### config.mk
export PLATFORM = sky130hd
export DESIGN_NAME = c_like_lexer
export DESIGN_NICKNAME = d
export VERILOG_FILES = /design/src/design/cll_pkg.sv /design/src/design/cll_front.sv /design/src/design/cll_queue.sv /design/src/design/cll_back.sv /design/src/design/c_like_lexer.sv
export SDC_FILE = /design/constraint.sdc
export NUM_CORES = 1
export LEC_CHECK = 0
export ABC_CLOCK_PERIOD_IN_PS = 11050
export BUFFER_PORTS_ARGS = -buffer_cell sky130_fd_sc_hd__buf_2
export CAP_MARGIN = 20
export CORE_MARGIN = 5
export CORE_UTILIZATION = 67
export CTS_BUF_LIST = sky130_fd_sc_hd__clkbuf_4 sky130_fd_sc_hd__clkbuf_8 sky130_fd_sc_hd__clkbuf_16
export CTS_CLUSTER_SIZE = 28
export DETAILED_ROUTE_END_ITERATION = 6
export PLACE_DENSITY_LB_ADDON = 0.1
export SYNTH_ARGS = -nofsm -noshare
export SYNTH_HDL_FRONTEND = slang
export SYNTH_SLANG_ARGS = --single-unit
### constraint.sdc
create_clock -name i_clk -period 11.05 [get_ports i_clk]
set_clock_uncertainty 0.15 [all_clocks]
set_input_delay 0 -clock i_clk [delete_from_list [all_inputs] [get_ports i_clk]]
set_output_delay 0 -clock i_clk [all_outputs]
set_load 0.1 [all_outputs]
### src/design/cll_pkg.sv
`timescale 1ns / 1ps
// Package for the C-style lexer: token and queue record types, lexer modes,
// token kinds, character codes and character class functions.
// No dependencies.
package cll_pkg;

    localparam int OFFSET_BITS_DEFAULT = 16;
    localparam int Q_DEPTH             = 4;
    localparam int Q_PTR_BITS          = 2;
    localparam int Q_CNT_BITS          = 3;

    localparam logic [3:0] K_END     = 4'd0;
    localparam logic [3:0] K_LPAREN  = 4'd1;
    localparam logic [3:0] K_RPAREN  = 4'd2;
    localparam logic [3:0] K_LBRACK  = 4'd3;
    localparam logic [3:0] K_RBRACK  = 4'd4;
    localparam logic [3:0] K_LBRACE  = 4'd5;
    localparam logic [3:0] K_RBRACE  = 4'd6;
    localparam logic [3:0] K_COLON   = 4'd7;
    localparam logic [3:0] K_SEMI    = 4'd8;
    localparam logic [3:0] K_STAR    = 4'd9;
    localparam logic [3:0] K_STRING  = 4'd10;
    localparam logic [3:0] K_IDENT   = 4'd11;
    localparam logic [3:0] K_UNKNOWN = 4'd12;

    localparam logic [7:0] CH_NUL    = 8'h00;
    localparam logic [7:0] CH_SLASH  = 8'h2F;
    localparam logic [7:0] CH_STAR   = 8'h2A;
    localparam logic [7:0] CH_QUOTE  = 8'h22;
    localparam logic [7:0] CH_BSLASH = 8'h5C;
    localparam logic [7:0] CH_UNDER  = 8'h5F;
    localparam logic [7:0] CH_LF     = 8'h0A;
    localparam logic [7:0] CH_CR     = 8'h0D;
    localparam logic [7:0] CH_TAB    = 8'h09;
    localparam logic [7:0] CH_VT     = 8'h0B;
    localparam logic [7:0] CH_FF     = 8'h0C;
    localparam logic [7:0] CH_SPACE  = 8'h20;
    localparam logic [7:0] CH_LPAREN = 8'h28;
    localparam logic [7:0] CH_RPAREN = 8'h29;
    localparam logic [7:0] CH_LBRACK = 8'h5B;
    localparam logic [7:0] CH_RBRACK = 8'h5D;
    localparam logic [7:0] CH_LBRACE = 8'h7B;
    localparam logic [7:0] CH_RBRACE = 8'h7D;
    localparam logic [7:0] CH_COLON  = 8'h3A;
    localparam logic [7:0] CH_SEMI   = 8'h3B;

    typedef enum logic [2:0] {
        M_IDLE  = 3'd0,
        M_SLASH = 3'd1,
        M_LINE  = 3'd2,
        M_BLOCK = 3'd3,
        M_BSTAR = 3'd4,
        M_IDENT = 3'd5,
        M_STR   = 3'd6,
        M_ESC   = 3'd7
    } t_mode;

    typedef struct packed {
        logic [3:0]  kind;
        logic [15:0] start;
        logic [15:0] len;
    } t_token;

    typedef struct packed {
        logic   two;
        t_token tok0;
        t_token tok1;
    } t_rec;

    function automatic logic is_alpha(input logic [7:0] c);
        return (c >= 8'h61 && c <= 8'h7A) || (c >= 8'h41 && c <= 8'h5A);
    endfunction

    function automatic logic is_ident_tail(input logic [7:0] c);
        return is_alpha(c) || (c >= 8'h30 && c <= 8'h39) || (c == CH_UNDER);
    endfunction

    function automatic logic is_eol(input logic [7:0] c);
        return (c == CH_LF) || (c == CH_CR);
    endfunction

    function automatic logic is_space(input logic [7:0] c);
        return (c == CH_SPACE) || (c == CH_TAB) || (c == CH_VT) || (c == CH_FF) ||
               is_eol(c);
    endfunction

    function automatic logic [3:0] punct_kind(input logic [7:0] c);
        logic [3:0] k;
        case (c)
            CH_LPAREN: k = K_LPAREN;
            CH_RPAREN: k = K_RPAREN;
            CH_LBRACK: k = K_LBRACK;
            CH_RBRACK: k = K_RBRACK;
            CH_LBRACE: k = K_LBRACE;
            CH_RBRACE: k = K_RBRACE;
            CH_COLON:  k = K_COLON;
            CH_SEMI:   k = K_SEMI;
            CH_STAR:   k = K_STAR;
            default:   k = K_UNKNOWN;
        endcase
        return k;
    endfunction

endpackage

### src/design/cll_front.sv
`timescale 1ns / 1ps
// Lexer front end: accepts text bytes, runs the mode machine and builds one
// queue record of up to two tokens per byte. Depends on cll_pkg.
module cll_front #(
    parameter int OFFSET_BITS = cll_pkg::OFFSET_BITS_DEFAULT
) (
    input  logic          i_clk,
    input  logic          i_rst_n,
    input  logic          i_valid,
    input  logic [7:0]    i_text_byte,
    output logic          o_ready,
    input  logic          i_q_ready,
    output logic          o_push,
    output cll_pkg::t_rec o_rec
);

    localparam int LW = (OFFSET_BITS > 16) ? OFFSET_BITS : 16;

    cll_pkg::t_mode         r_mode, n_mode;
    logic [OFFSET_BITS-1:0] r_offset, n_offset;
    logic [OFFSET_BITS-1:0] r_start, n_start;

    logic                   accept;
    logic [OFFSET_BITS-1:0] p_inc;
    logic [OFFSET_BITS-1:0] diff;
    logic [LW-1:0]          diff_ext;
    logic [LW-1:0]          p_ext;
    logic [LW-1:0]          start_ext;
    logic [15:0]            span_len;
    logic                   pre_v, post_v, run_idle;
    cll_pkg::t_token        pre_tok, post_tok;

    assign o_ready = i_q_ready;
    assign accept  = i_valid && i_q_ready;

    assign p_inc     = (r_offset == {OFFSET_BITS{1'b1}}) ? r_offset : r_offset + 1'b1;
    assign diff      = (r_offset > r_start) ? (r_offset - r_start) : '0;
    assign diff_ext  = LW'(diff);
    assign p_ext     = LW'(r_offset);
    assign start_ext = LW'(r_start);
    assign span_len  = (diff_ext > LW'(16'hFFFF)) ? 16'hFFFF : diff_ext[15:0];

    always_ff @(posedge i_clk) begin
        if (!i_rst_n) begin
            r_mode   <= cll_pkg::M_IDLE;
            r_offset <= '0;
            r_start  <= '0;
        end else if (accept) begin
            r_mode   <= n_mode;
            r_offset <= n_offset;
            r_start  <= n_start;
        end
    end

    always_comb begin
        n_mode   = r_mode;
        n_offset = p_inc;
        n_start  = r_start;
        pre_v    = 1'b0;
        pre_tok  = '0;
        post_v   = 1'b0;
        post_tok = '0;
        run_idle = 1'b0;
        if (i_text_byte == cll_pkg::CH_NUL) begin
            unique case (r_mode)
                cll_pkg::M_IDENT: begin
                    pre_v   = 1'b1;
                    pre_tok = '{cll_pkg::K_IDENT, start_ext[15:0], span_len};
                end
                cll_pkg::M_STR, cll_pkg::M_ESC: begin
                    pre_v   = 1'b1;
                    pre_tok = '{cll_pkg::K_STRING, start_ext[15:0], span_len};
                end
                cll_pkg::M_SLASH: begin
                    pre_v   = 1'b1;
                    pre_tok = '{cll_pkg::K_UNKNOWN, start_ext[15:0], 16'd1};
                end
                default: begin
                end
            endcase
            post_v   = 1'b1;
            post_tok = '{cll_pkg::K_END, p_ext[15:0], 16'd1};
            n_mode   = cll_pkg::M_IDLE;
            n_offset = '0;
            n_start  = '0;
        end else begin
            unique case (r_mode)
                cll_pkg::M_IDLE: begin
                    run_idle = 1'b1;
                end
                cll_pkg::M_SLASH: begin
                    if (i_text_byte == cll_pkg::CH_SLASH) begin
                        n_mode = cll_pkg::M_LINE;
                    end else if (i_text_byte == cll_pkg::CH_STAR) begin
                        n_mode = cll_pkg::M_BLOCK;
                    end else begin
                        pre_v    = 1'b1;
                        pre_tok  = '{cll_pkg::K_UNKNOWN, start_ext[15:0], 16'd1};
                        n_mode   = cll_pkg::M_IDLE;
                        run_idle = 1'b1;
                    end
                end
                cll_pkg::M_LINE: begin
                    if (cll_pkg::is_eol(i_text_byte)) begin
                        n_mode = cll_pkg::M_IDLE;
                    end
                end
                cll_pkg::M_BLOCK: begin
                    if (i_text_byte == cll_pkg::CH_STAR) begin
                        n_mode = cll_pkg::M_BSTAR;
                    end
                end
                cll_pkg::M_BSTAR: begin
                    if (i_text_byte == cll_pkg::CH_SLASH) begin
                        n_mode = cll_pkg::M_IDLE;
                    end else if (i_text_byte != cll_pkg::CH_STAR) begin
                        n_mode = cll_pkg::M_BLOCK;
                    end
                end
                cll_pkg::M_IDENT: begin
                    if (!cll_pkg::is_ident_tail(i_text_byte)) begin
                        pre_v    = 1'b1;
                        pre_tok  = '{cll_pkg::K_IDENT, start_ext[15:0], span_len};
                        n_mode   = cll_pkg::M_IDLE;
                        run_idle = 1'b1;
                    end
                end
                cll_pkg::M_STR: begin
                    if (i_text_byte == cll_pkg::CH_QUOTE) begin
                        pre_v   = 1'b1;
                        pre_tok = '{cll_pkg::K_STRING, start_ext[15:0], span_len};
                        n_mode  = cll_pkg::M_IDLE;
                    end else if (i_text_byte == cll_pkg::CH_BSLASH) begin
                        n_mode = cll_pkg::M_ESC;
                    end
                end
                cll_pkg::M_ESC: begin
                    n_mode = cll_pkg::M_STR;
                end
                default: begin
                end
            endcase
            if (run_idle) begin
                if (cll_pkg::is_space(i_text_byte)) begin
                    n_mode = cll_pkg::M_IDLE;
                end else if (i_text_byte == cll_pkg::CH_SLASH) begin
                    n_mode  = cll_pkg::M_SLASH;
                    n_start = r_offset;
                end else if (i_text_byte == cll_pkg::CH_QUOTE) begin
                    n_mode  = cll_pkg::M_STR;
                    n_start = p_inc;
                end else if (cll_pkg::is_alpha(i_text_byte)) begin
                    n_mode  = cll_pkg::M_IDENT;
                    n_start = r_offset;
                end else begin
                    post_v   = 1'b1;
                    post_tok = '{cll_pkg::punct_kind(i_text_byte), p_ext[15:0], 16'd1};
                end
            end
        end
    end

    assign o_push     = accept && (pre_v || post_v);
    assign o_rec.two  = pre_v && post_v;
    assign o_rec.tok0 = pre_v ? pre_tok : post_tok;
    assign o_rec.tok1 = post_tok;

endmodule

### src/design/cll_queue.sv
`timescale 1ns / 1ps
// Short queue of token records between the lexer front end and the output
// stage. Depends on cll_pkg.
module cll_queue (
    input  logic          i_clk,
    input  logic          i_rst_n,
    input  logic          i_push,
    input  cll_pkg::t_rec i_rec,
    output logic          o_ready,
    input  logic          i_pop,
    output logic          o_valid,
    output cll_pkg::t_rec o_rec
);

    cll_pkg::t_rec                  r_mem [cll_pkg::Q_DEPTH];
    logic [cll_pkg::Q_PTR_BITS-1:0] r_wr_ptr, r_rd_ptr;
    logic [cll_pkg::Q_CNT_BITS-1:0] r_count;

    assign o_ready = (r_count != cll_pkg::Q_CNT_BITS'(cll_pkg::Q_DEPTH));
    assign o_valid = (r_count != '0);
    assign o_rec   = r_mem[r_rd_ptr];

    always_ff @(posedge i_clk) begin
        if (i_push) begin
            r_mem[r_wr_ptr] <= i_rec;
        end
    end

    always_ff @(posedge i_clk) begin
        if (!i_rst_n) begin
            r_wr_ptr <= '0;
            r_rd_ptr <= '0;
            r_count  <= '0;
        end else begin
            if (i_push) begin
                r_wr_ptr <= r_wr_ptr + 1'b1;
            end
            if (i_pop) begin
                r_rd_ptr <= r_rd_ptr + 1'b1;
            end
            if (i_push && !i_pop) begin
                r_count <= r_count + 1'b1;
            end else if (i_pop && !i_push) begin
                r_count <= r_count - 1'b1;
            end
        end
    end

    assert property (@(posedge i_clk) disable iff (!i_rst_n)
        !(i_push && !o_ready))
        else $error("Record pushed into a full queue.");

    assert property (@(posedge i_clk) disable iff (!i_rst_n)
        !(i_pop && !o_valid))
        else $error("Record popped from an empty queue.");

    assert property (@(posedge i_clk) disable iff (!i_rst_n)
        (r_wr_ptr - r_rd_ptr) == r_count[cll_pkg::Q_PTR_BITS-1:0])
        else $error("Queue pointers disagree with the fill count.");

endmodule

### src/design/cll_back.sv
`timescale 1ns / 1ps
// Output stage: pops token records from the queue and presents one token per
// transaction from an output register. Depends on cll_pkg.
module cll_back (
    input  logic          i_clk,
    input  logic          i_rst_n,
    input  logic          i_q_valid,
    input  cll_pkg::t_rec i_q_rec,
    output logic          o_pop,
    output logic          o_valid,
    input  logic          i_ready,
    output logic [3:0]    o_token_kind,
    output logic [15:0]   o_start_offset,
    output logic [15:0]   o_token_length,
    output logic          o_last_of_run
);

    logic            r_valid;
    logic            r_pend;
    cll_pkg::t_token r_tok;
    cll_pkg::t_token r_second;
    logic            r_last;
    logic            out_free;

    assign out_free = !r_valid || i_ready;
    assign o_pop    = out_free && !r_pend && i_q_valid;

    always_ff @(posedge i_clk) begin
        if (!i_rst_n) begin
            r_valid <= 1'b0;
            r_pend  <= 1'b0;
        end else if (out_free) begin
            if (r_pend) begin
                r_valid <= 1'b1;
                r_pend  <= 1'b0;
            end else if (i_q_valid) begin
                r_valid <= 1'b1;
                r_pend  <= i_q_rec.two;
            end else begin
                r_valid <= 1'b0;
            end
        end
    end

    always_ff @(posedge i_clk) begin
        if (out_free) begin
            if (r_pend) begin
                r_tok  <= r_second;
                r_last <= 1'b1;
            end else if (i_q_valid) begin
                r_tok    <= i_q_rec.tok0;
                r_last   <= !i_q_rec.two;
                r_second <= i_q_rec.tok1;
            end
        end
    end

    assign o_valid        = r_valid;
    assign o_token_kind   = r_tok.kind;
    assign o_start_offset = r_tok.start;
    assign o_token_length = r_tok.len;
    assign o_last_of_run  = r_last;

    assert property (@(posedge i_clk) disable iff (!i_rst_n)
        r_pend |-> (r_valid && !r_last))
        else $error("Second token pending without the first token on the output.");

    assert property (@(posedge i_clk) disable iff (!i_rst_n)
        (r_pend && i_ready) |=> (r_valid && r_last && !r_pend))
        else $error("Pending second token was not presented next.");

endmodule

### src/design/c_like_lexer.sv
`timescale 1ns / 1ps
// C-style lexer top level. The first token of a byte reaches the output through the
// queue and the output register; a second token from the same byte follows once the
// first has been taken. Throughput: one text byte per cycle while the queue has room;
// the output stage presents one token per cycle while the receiver is ready, so bytes
// that close one token and emit another make two-token records, absorbed by a
// four-record queue. Synchronous active-low reset returns the lexer to idle with
// offset and token start at zero and empties the queue.
module c_like_lexer #(
    parameter int OFFSET_BITS = cll_pkg::OFFSET_BITS_DEFAULT
) (
    input  logic        i_clk,
    input  logic        i_rst_n,
    input  logic        i_valid,
    output logic        o_ready,
    input  logic [7:0]  i_text_byte,
    output logic        o_valid,
    input  logic        i_ready,
    output logic [3:0]  o_token_kind,
    output logic [15:0] o_start_offset,
    output logic [15:0] o_token_length,
    output logic        o_last_of_run
);

    logic          q_ready;
    logic          push;
    cll_pkg::t_rec push_rec;
    logic          pop;
    logic          q_valid;
    cll_pkg::t_rec q_rec;

    cll_front #(
        .OFFSET_BITS(OFFSET_BITS)
    ) u_front (
        .i_clk       (i_clk),
        .i_rst_n     (i_rst_n),
        .i_valid     (i_valid),
        .i_text_byte (i_text_byte),
        .o_ready     (o_ready),
        .i_q_ready   (q_ready),
        .o_push      (push),
        .o_rec       (push_rec)
    );

    cll_queue u_queue (
        .i_clk   (i_clk),
        .i_rst_n (i_rst_n),
        .i_push  (push),
        .i_rec   (push_rec),
        .o_ready (q_ready),
        .i_pop   (pop),
        .o_valid (q_valid),
        .o_rec   (q_rec)
    );

    cll_back u_back (
        .i_clk          (i_clk),
        .i_rst_n        (i_rst_n),
        .i_q_valid      (q_valid),
        .i_q_rec        (q_rec),
        .o_pop          (pop),
        .o_valid        (o_valid),
        .i_ready        (i_ready),
        .o_token_kind   (o_token_kind),
        .o_start_offset (o_start_offset),
        .o_token_length (o_token_length),
        .o_last_of_run  (o_last_of_run)
    );

endmodule

==> flow_summary.json, run 1 <==
{
  "drive_gt1_share_pct": 21.2,
  "firstDrtPassIters": 5,
  "period_minus_slack_ns": 3.73,
  "grt_pass1_vias": 9035,
  "finalMaxSlewViolations": 0,
  "synth_top_family_by_area": "multiplexers",
  "fin_crit_sh_pct": 33.8,
  "cts.sinks": 336,
  "rsz0062_at_grt": "false",
  "peakVddDrop_v": 0.000272,
  "fin_util_pct": 74.4,
  "fillCellCount": 1364,
  "start_kind": "flip-flop",
  "cp_slowest_cell": "and2_2",
  "syn_area_sq_um": 15100,
  "maxCapViolations": 0,
  "fin_setup_tns_ns": 0,
  "antenna_found_initial": 0,
  "grt_pass1_wl_um": 49000,
  "ys_seq_elements": 336,
  "fin_cells": 1390,
  "crit_required_ns": 11.06,
  "hold_depth": 4,
  "synth_xor_xnor_area_share_pct": 1.51,
  "drc_errors": 0,
  "synth_area_leaders": "edfxtp_1 (58%), mux4_2 (8.6%), dfxtp_1 (6.1%), ha_1 (1.8%), mux2i_1 (1.6%)",
  "yosysMostFrequentCell": "edfxtp_1",
  "hold_viol_final": 0,
  "drt_wl_total_um": 30400,
  "num_vias": 8999,
  "final_nets": 1116,
  "setup_viol": 0,
  "crit_start": "u_front.r_mode[0]",
  "die_x_um": 160,
  "hpwlAfterDp_um": 18800,
  "cts_resized": 0,
  "yosysUniqueCellTypes": 85,
  "gp_congestion": 0.963,
  "critPathMaxStageDelay_ns": 0.78,
  "crit_type": "flip-flop to flip-flop",
  "synth_edf_count": 290,
  "path_buf_inv": 1,
  "cts_buffer_depth": 3,
  "synth_compound_area_share_pct": 9.07,
  "worstPathArrival_ns": 3.74,
  "layout_setup_ws_ns": 7.32,
  "io-pin-count": 51,
  "r2r-start": "u_front.r_mode[0]",
  "min_to": "u_queue.r_mem[2][32]",
  "clk_pin_slew_ns": 0.06,
  "die-area_sq_um": 25700,
  "critPathCaptureType": "flip-flop",
  "yosys.area.top_type_share_pct": 57.6,
  "insertedDiodeCount": 0,
  "power.density_nw_per_um2": 242,
  "io_buffers": 50,
  "drt_iter0_markers": 639,
  "cts_setup_buffers": 0,
  "yosysWarnings": 0,
  "grt_max_degree": 59,
  "dp.cells": 1326,
  "tightestPinTransition_ns": 0.975,
  "area_delta_synth_final_pct": 10.4,
  "synthArstFlopShare_pct": 0,
  "worstReg2RegEnd": "u_queue.r_mem[1][23]",
  "synth_fp_nets": 1072,
  "cts-root-buf": "clkbuf_16",
  "cts_tree": "done",
  "synthAdderAreaFrac_pct": 2.09,
  "synth.area.mux_share_pct": 11.8,
  "rows": 55,
  "cts_buffers": 34,
  "die_h_um": 160,
  "seq_area_frac_synth_pct": 63.7,
  "path_cells": "nor2b_1 > nand2_1 > nor3_1 > o211ai_1 > a31oi_2 > and2_2 > buf_4",
  "crit_family": "simple AND/OR/NAND/NOR gates",
  "start_util_pct": 67.4,
  "core_area_sq_um": 22400,
  "postSynthAreaPerCell_sq_um": 14.6,
  "ctsHoldBuffers": 3,
  "min_path_type": "primary input to flip-flop",
  "critical_path_peak_fanout": 30,
  "ys_top_cells_by_count": "edfxtp_1 (290), inv_1 (59), mux4_2 (58)",
  "htreeDepth": 2,
  "clkLatencyLatePin_ns": 0.52,
  "status": "completed",
  "place_ws_ns": 7.34,
  "regToRegSetupSlack_ns": 7.32,
  "synth_cells": 1036,
  "yosysTopAreaCell": "edfxtp_1",
  "synthFlopType": "edfxtp_1",
  "timing.fmax_mhz": 268,
  "routedWlPerCell_um": 21.9,
  "r2r.worst_path.cells": 7,
  "hold_start": "i_text_byte[7]",
  "viasPerCell": 6.47,
  "relSlewSlack_pct": 34.5,
  "ant_nets": 0,
  "grt_overflow": 0,
  "leakage_nw": 5.70,
  "grt_use_total_pct": 23.9,
  "yosys.area_share.simple_pct": 8.36
}
[routing by layer]
metal,track usage [%],routed length (um),up-vias
met5,0,0,-
met4,6.80,686,0
met3,3.28,1750,58
met2,39.9,15200,349
met1,33.6,12800,4470
li1,-,-,4122
[cell usage in the layout, fill, tap and decap left out, drive strengths merged, types with 38 or more instances in the layout]
cell,Yosys,layout
buf,25,63
nand2,38,38
clkbuf,33,44
mux4,58,58
inv,59,60
nor2,54,54
o21ai,45,45
edfxtp,290,290
dfxtp,46,46
a21oi,42,42
[logic make-up after synthesis]
| group | count (synthesis) |
|---|---|
| and+or+nand+nor | 231 |
| AOI/OAI and AO/OA | 199 |
| DFF | 336 |
| adders and majority gates | 24 |
| buffers and inverters | 117 |
| xor gates and xnor gates | 26 |
| muxes | 103 |
[tightest hold or removal path: stages]
cell and delay, ns:
buf_2 0.17, nor3b_1 0.09, nand3_1 0.16, inv_1 0.10
[how the worst max path moves through the flow]
stage                            to  depth (start not counted)  slack [ns]
2_1_floorplan    u_queue.r_count[2]                          9        7.00
3_3_place_gp   u_queue.r_mem[2][58]                          8        7.36
3_5_place_dp   u_queue.r_mem[0][58]                          8        7.34
4_1_cts        u_queue.r_mem[2][66]                          7        7.32
5_1_grt        u_queue.r_mem[1][30]                          7        7.11
6_report       u_queue.r_mem[1][23]                          7        7.32
[metrics by stage]
step / instance area, sq um / hold slack (ns) / total power [W]
final: 16700 / 0.0502 / 0.00404
after global routing: 16700 / 0.0860 / 0.00421
after CTS: 16700 / 0.0374 / 0.00408
after floorplan: 15100 / 0.0314 / 0.00273
after detailed placement: 15500 / 0.242 / 0.00296
after global placement: 15500 / 0.234 / 0.00294
[sequential cells by signal, summed over array words and instances, names as in the netlist, 2 cells and up, named ones only]
signal	flops
u_front.r_start	16
u_queue.r_count	3
u_queue.r_mem	232
u_back.r_second	21
u_front.r_mode	3
u_queue.r_wr_ptr	2
u_queue.r_rd_ptr	2
u_back.o_token_kind	4
u_back.o_start_offset	16
u_back.o_token_length	16
u_front.p_ext	16
[report_power, final]
group | total [W] | internal (W) | switching, W
Sequential | 0.00171 | 0.00164 | 0.0000672
Combinational | 0.00121 | 0.000309 | 0.000905
Clock | 0.00112 | 0.000664 | 0.000458
Total | 0.00404 | 0.00261 | 0.00143
[area by class of cell]
cell class | instances | area [sq um] | area share [%]
well taps | 285 | 357 | 2.14
clock inverters | 17 | 163 | 0.975
repair buffers | 66 | 378 | 2.26
multi-input cells | 583 | 4980 | 29.8
clock buffers | 44 | 956 | 5.73
flip-flops and latches | 336 | 9640 | 57.7
inverters | 59 | 221 | 1.33
(Power assumes the default switching activity.)
==> inputs of run 2 (changes only) <==
--- a/config.mk
+++ b/config.mk
@@ -5,11 +5,11 @@
 export SDC_FILE = /design/constraint.sdc
 export NUM_CORES = 1
 export LEC_CHECK = 0
-export ABC_CLOCK_PERIOD_IN_PS = 11050
+export ABC_CLOCK_PERIOD_IN_PS = 3750
 export BUFFER_PORTS_ARGS = -buffer_cell sky130_fd_sc_hd__buf_2
 export CAP_MARGIN = 20
 export CORE_MARGIN = 5
-export CORE_UTILIZATION = 67
+export CORE_UTILIZATION = 62
 export CTS_BUF_LIST = sky130_fd_sc_hd__clkbuf_4 sky130_fd_sc_hd__clkbuf_8 sky130_fd_sc_hd__clkbuf_16
 export CTS_CLUSTER_SIZE = 28
 export DETAILED_ROUTE_END_ITERATION = 6
==> constraint.sdc (replaced) <==
create_clock -name i_clk -period 3.75 [get_ports i_clk]
set_clock_uncertainty 0.15 [all_clocks]
set_input_delay 0 -clock i_clk [delete_from_list [all_inputs] [get_ports i_clk]]
set_output_delay 0 -clock i_clk [all_outputs]
set_load 0.1 [all_outputs]
==> flow_summary.json, run 2 (synthesized netlist as in run 1, its figures left out) <==
{
  "io_buffers": 50,
  "finalMaxSlewViolations": 0,
  "drt_iter0_markers": 921,
  "final_common_cell": "edfxtp_1",
  "grt_pass1_wl_um": 50500,
  "grt_overflow": 0,
  "fin_util_pct": 70.0,
  "drt_wl_total_um": 32000,
  "top_layer": "met4",
  "hold_viol_final": 0,
  "met2RoutedLength_um": 15400,
  "firstDrtPassIters": 6,
  "relSlewSlack_pct": 50.0,
  "regToRegSetupSlack_ns": 0.62,
  "tightestPinTransition_ns": 0.739,
  "clk_pin_slew_ns": 0.06,
  "viasPerCell": 6.27,
  "insertedDiodeCount": 0,
  "whs_ns": 0.0442,
  "worstReg2RegEnd": "u_queue.r_mem[0][50]",
  "r2r-start": "u_front.p_ext[0]",
  "hpwlAfterDp_um": 20400,
  "min_path_type": "primary input to flip-flop",
  "top_register": "u_queue.r_mem",
  "rows": 57,
  "worstPathArrival_ns": 3.19,
  "crit_required_ns": 3.81,
  "htreeDepth": 2,
  "fin_setup_tns_ns": 0,
  "cts.sinks": 336,
  "core_area_sq_um": 24200,
  "cts-root-buf": "clkbuf_16",
  "die-area_sq_um": 27600,
  "peakVddDrop_v": 0.000520,
  "ant_nets": 0,
  "clkLatencyLatePin_ns": 0.50,
  "crit_type": "flip-flop to flip-flop",
  "io-pin-count": 51,
  "timing.fmax_mhz": 319,
  "area_delta_synth_final_pct": 11.9,
  "critPathCaptureType": "flip-flop",
  "status": "completed",
  "routedWlPerCell_um": 22.1,
  "cts_buffer_depth": 3,
  "stdcell_area_sq_um": 16900,
  "reg_top3": "u_queue.r_mem x232, u_back.r_second x21",
  "drive_gt1_share_pct": 22.4,
  "maxCapViolations": 0,
  "largest_reg_flops": 232,
  "r2r.worst_path.cells": 12,
  "num_vias": 9077,
  "crit_end": "u_queue.r_mem[0][50]",
  "place_area_sq_um": 15800,
  "leakage_nw": 5.81,
  "setup_viol": 0,
  "final_nets": 1137,
  "gp_congestion": 1.02,
  "critical_path_peak_fanout": 15,
  "met1Wirelength_um": 13700,
  "cts_tree": "done",
  "crit_start": "u_front.p_ext[0]",
  "grt_max_degree": 59,
  "final_cell_mix": "edfxtp_1 (290), inv_1 (59), mux4_2 (58), nor2_1 (53), buf_2 (50)",
  "cts_buffers": 34,
  "antenna_found_initial": 0,
  "fin_crit_sh_pct": 83.5,
  "period_minus_slack_ns": 3.13,
  "cts_setup_buffers": 0,
  "drc_errors": 0,
  "die_x_um": 166,
  "die_h_um": 166,
  "fillCellCount": 1617,
  "start_util_pct": 62.5,
  "wl_met3_um": 2060,
  "start_kind": "flip-flop",
  "power.density_nw_per_um2": 710,
  "grt_use_total_pct": 23.2,
  "grt_pass1_vias": 8894,
  "rsz0062_at_grt": "false"
}
[run 2: cell types whose count changed in the layout (fill, tap and decap cells not counted), moves of 2 or more]
| cell | previous run | this run |
|---|---|---|
| clkinv_2 | 7 | 4 |
| clkbuf_4 | 7 | 9 |
| clkinv_8 | 2 | 0 |
| buf_4 | 13 | 30 |
| buf_12 | 0 | 3 |
[run 2: area by class of cell]
class | instances | area (sq um) | area share, %
timing repair buffer | 87 | 576 | 3.40
tap | 324 | 405 | 2.40
sequential | 336 | 9640 | 56.9
multi-input combinational | 583 | 4980 | 29.5
inverter | 59 | 221 | 1.31
clock inverter | 12 | 115 | 0.680
clock buffer | 47 | 985 | 5.82
[run 2: how the worst min path moves through the flow]
| stage | endpoint | cells past startpoint | startpoint | slack, ns |
|---|---|---|---|---|
| finish | u_front.r_mode[1] | 6 | i_text_byte[6] | 0.04 |
| global route | u_queue.r_mem[0][33] | 4 | i_text_byte[5] | 0.11 |
| CTS | u_front.r_mode[1] | 6 | i_text_byte[6] | 0.02 |
| detailed placement | u_front.r_start[12] | 2 | i_rst_n | 0.30 |
| global placement | u_front.r_start[1] | 2 | i_rst_n | 0.30 |
| floorplan | u_front.r_mode[0] | 2 | i_rst_n | 0.03 |
[run 2: power breakdown]
group          switching, W  internal (W)
Sequential         0.000217       0.00484
Clock               0.00132       0.00198
Combinational       0.00271      0.000949
Total               0.00425       0.00776
[run 2: stage by stage]
step	worst slack [ns]	power, W	instances
floorplan	0.00464	0.00803	1036
global placement	0.659	0.00875	1385
detailed placement	0.660	0.00882	1385
CTS	0.622	0.0121	1448
global route	0.448	0.0125	1448
finish	0.619	0.0120	1448
[run 2: metal layers]
metal / vias to the layer above / track usage [%]
met1: 4526 / 33.2
li1: 4159 / -
met4: 0 / 6.10
met5: - / 0
met2: 330 / 37.9
met3: 62 / 3.81
[run 2: repair_timing]
item                      4_1_cts  5_1_grt
hold endpoints to repair       25        0
hold buffers                    4        0
gates resized for setup         0        0
[run 2: worst max-delay path, stage by stage (launching register included)]
cell	delay, ns
dfxtp_1	0.35
inv_1	0.15
ha_1	0.18
inv_1	0.05
fa_1	0.39
a21o_1	0.19
a221o_1	0.35
a221oi_1	0.32
buf_4	0.19
a211oi_1	0.08
nand2b_1	0.09
buf_4	0.23
a31oi_1	0.12
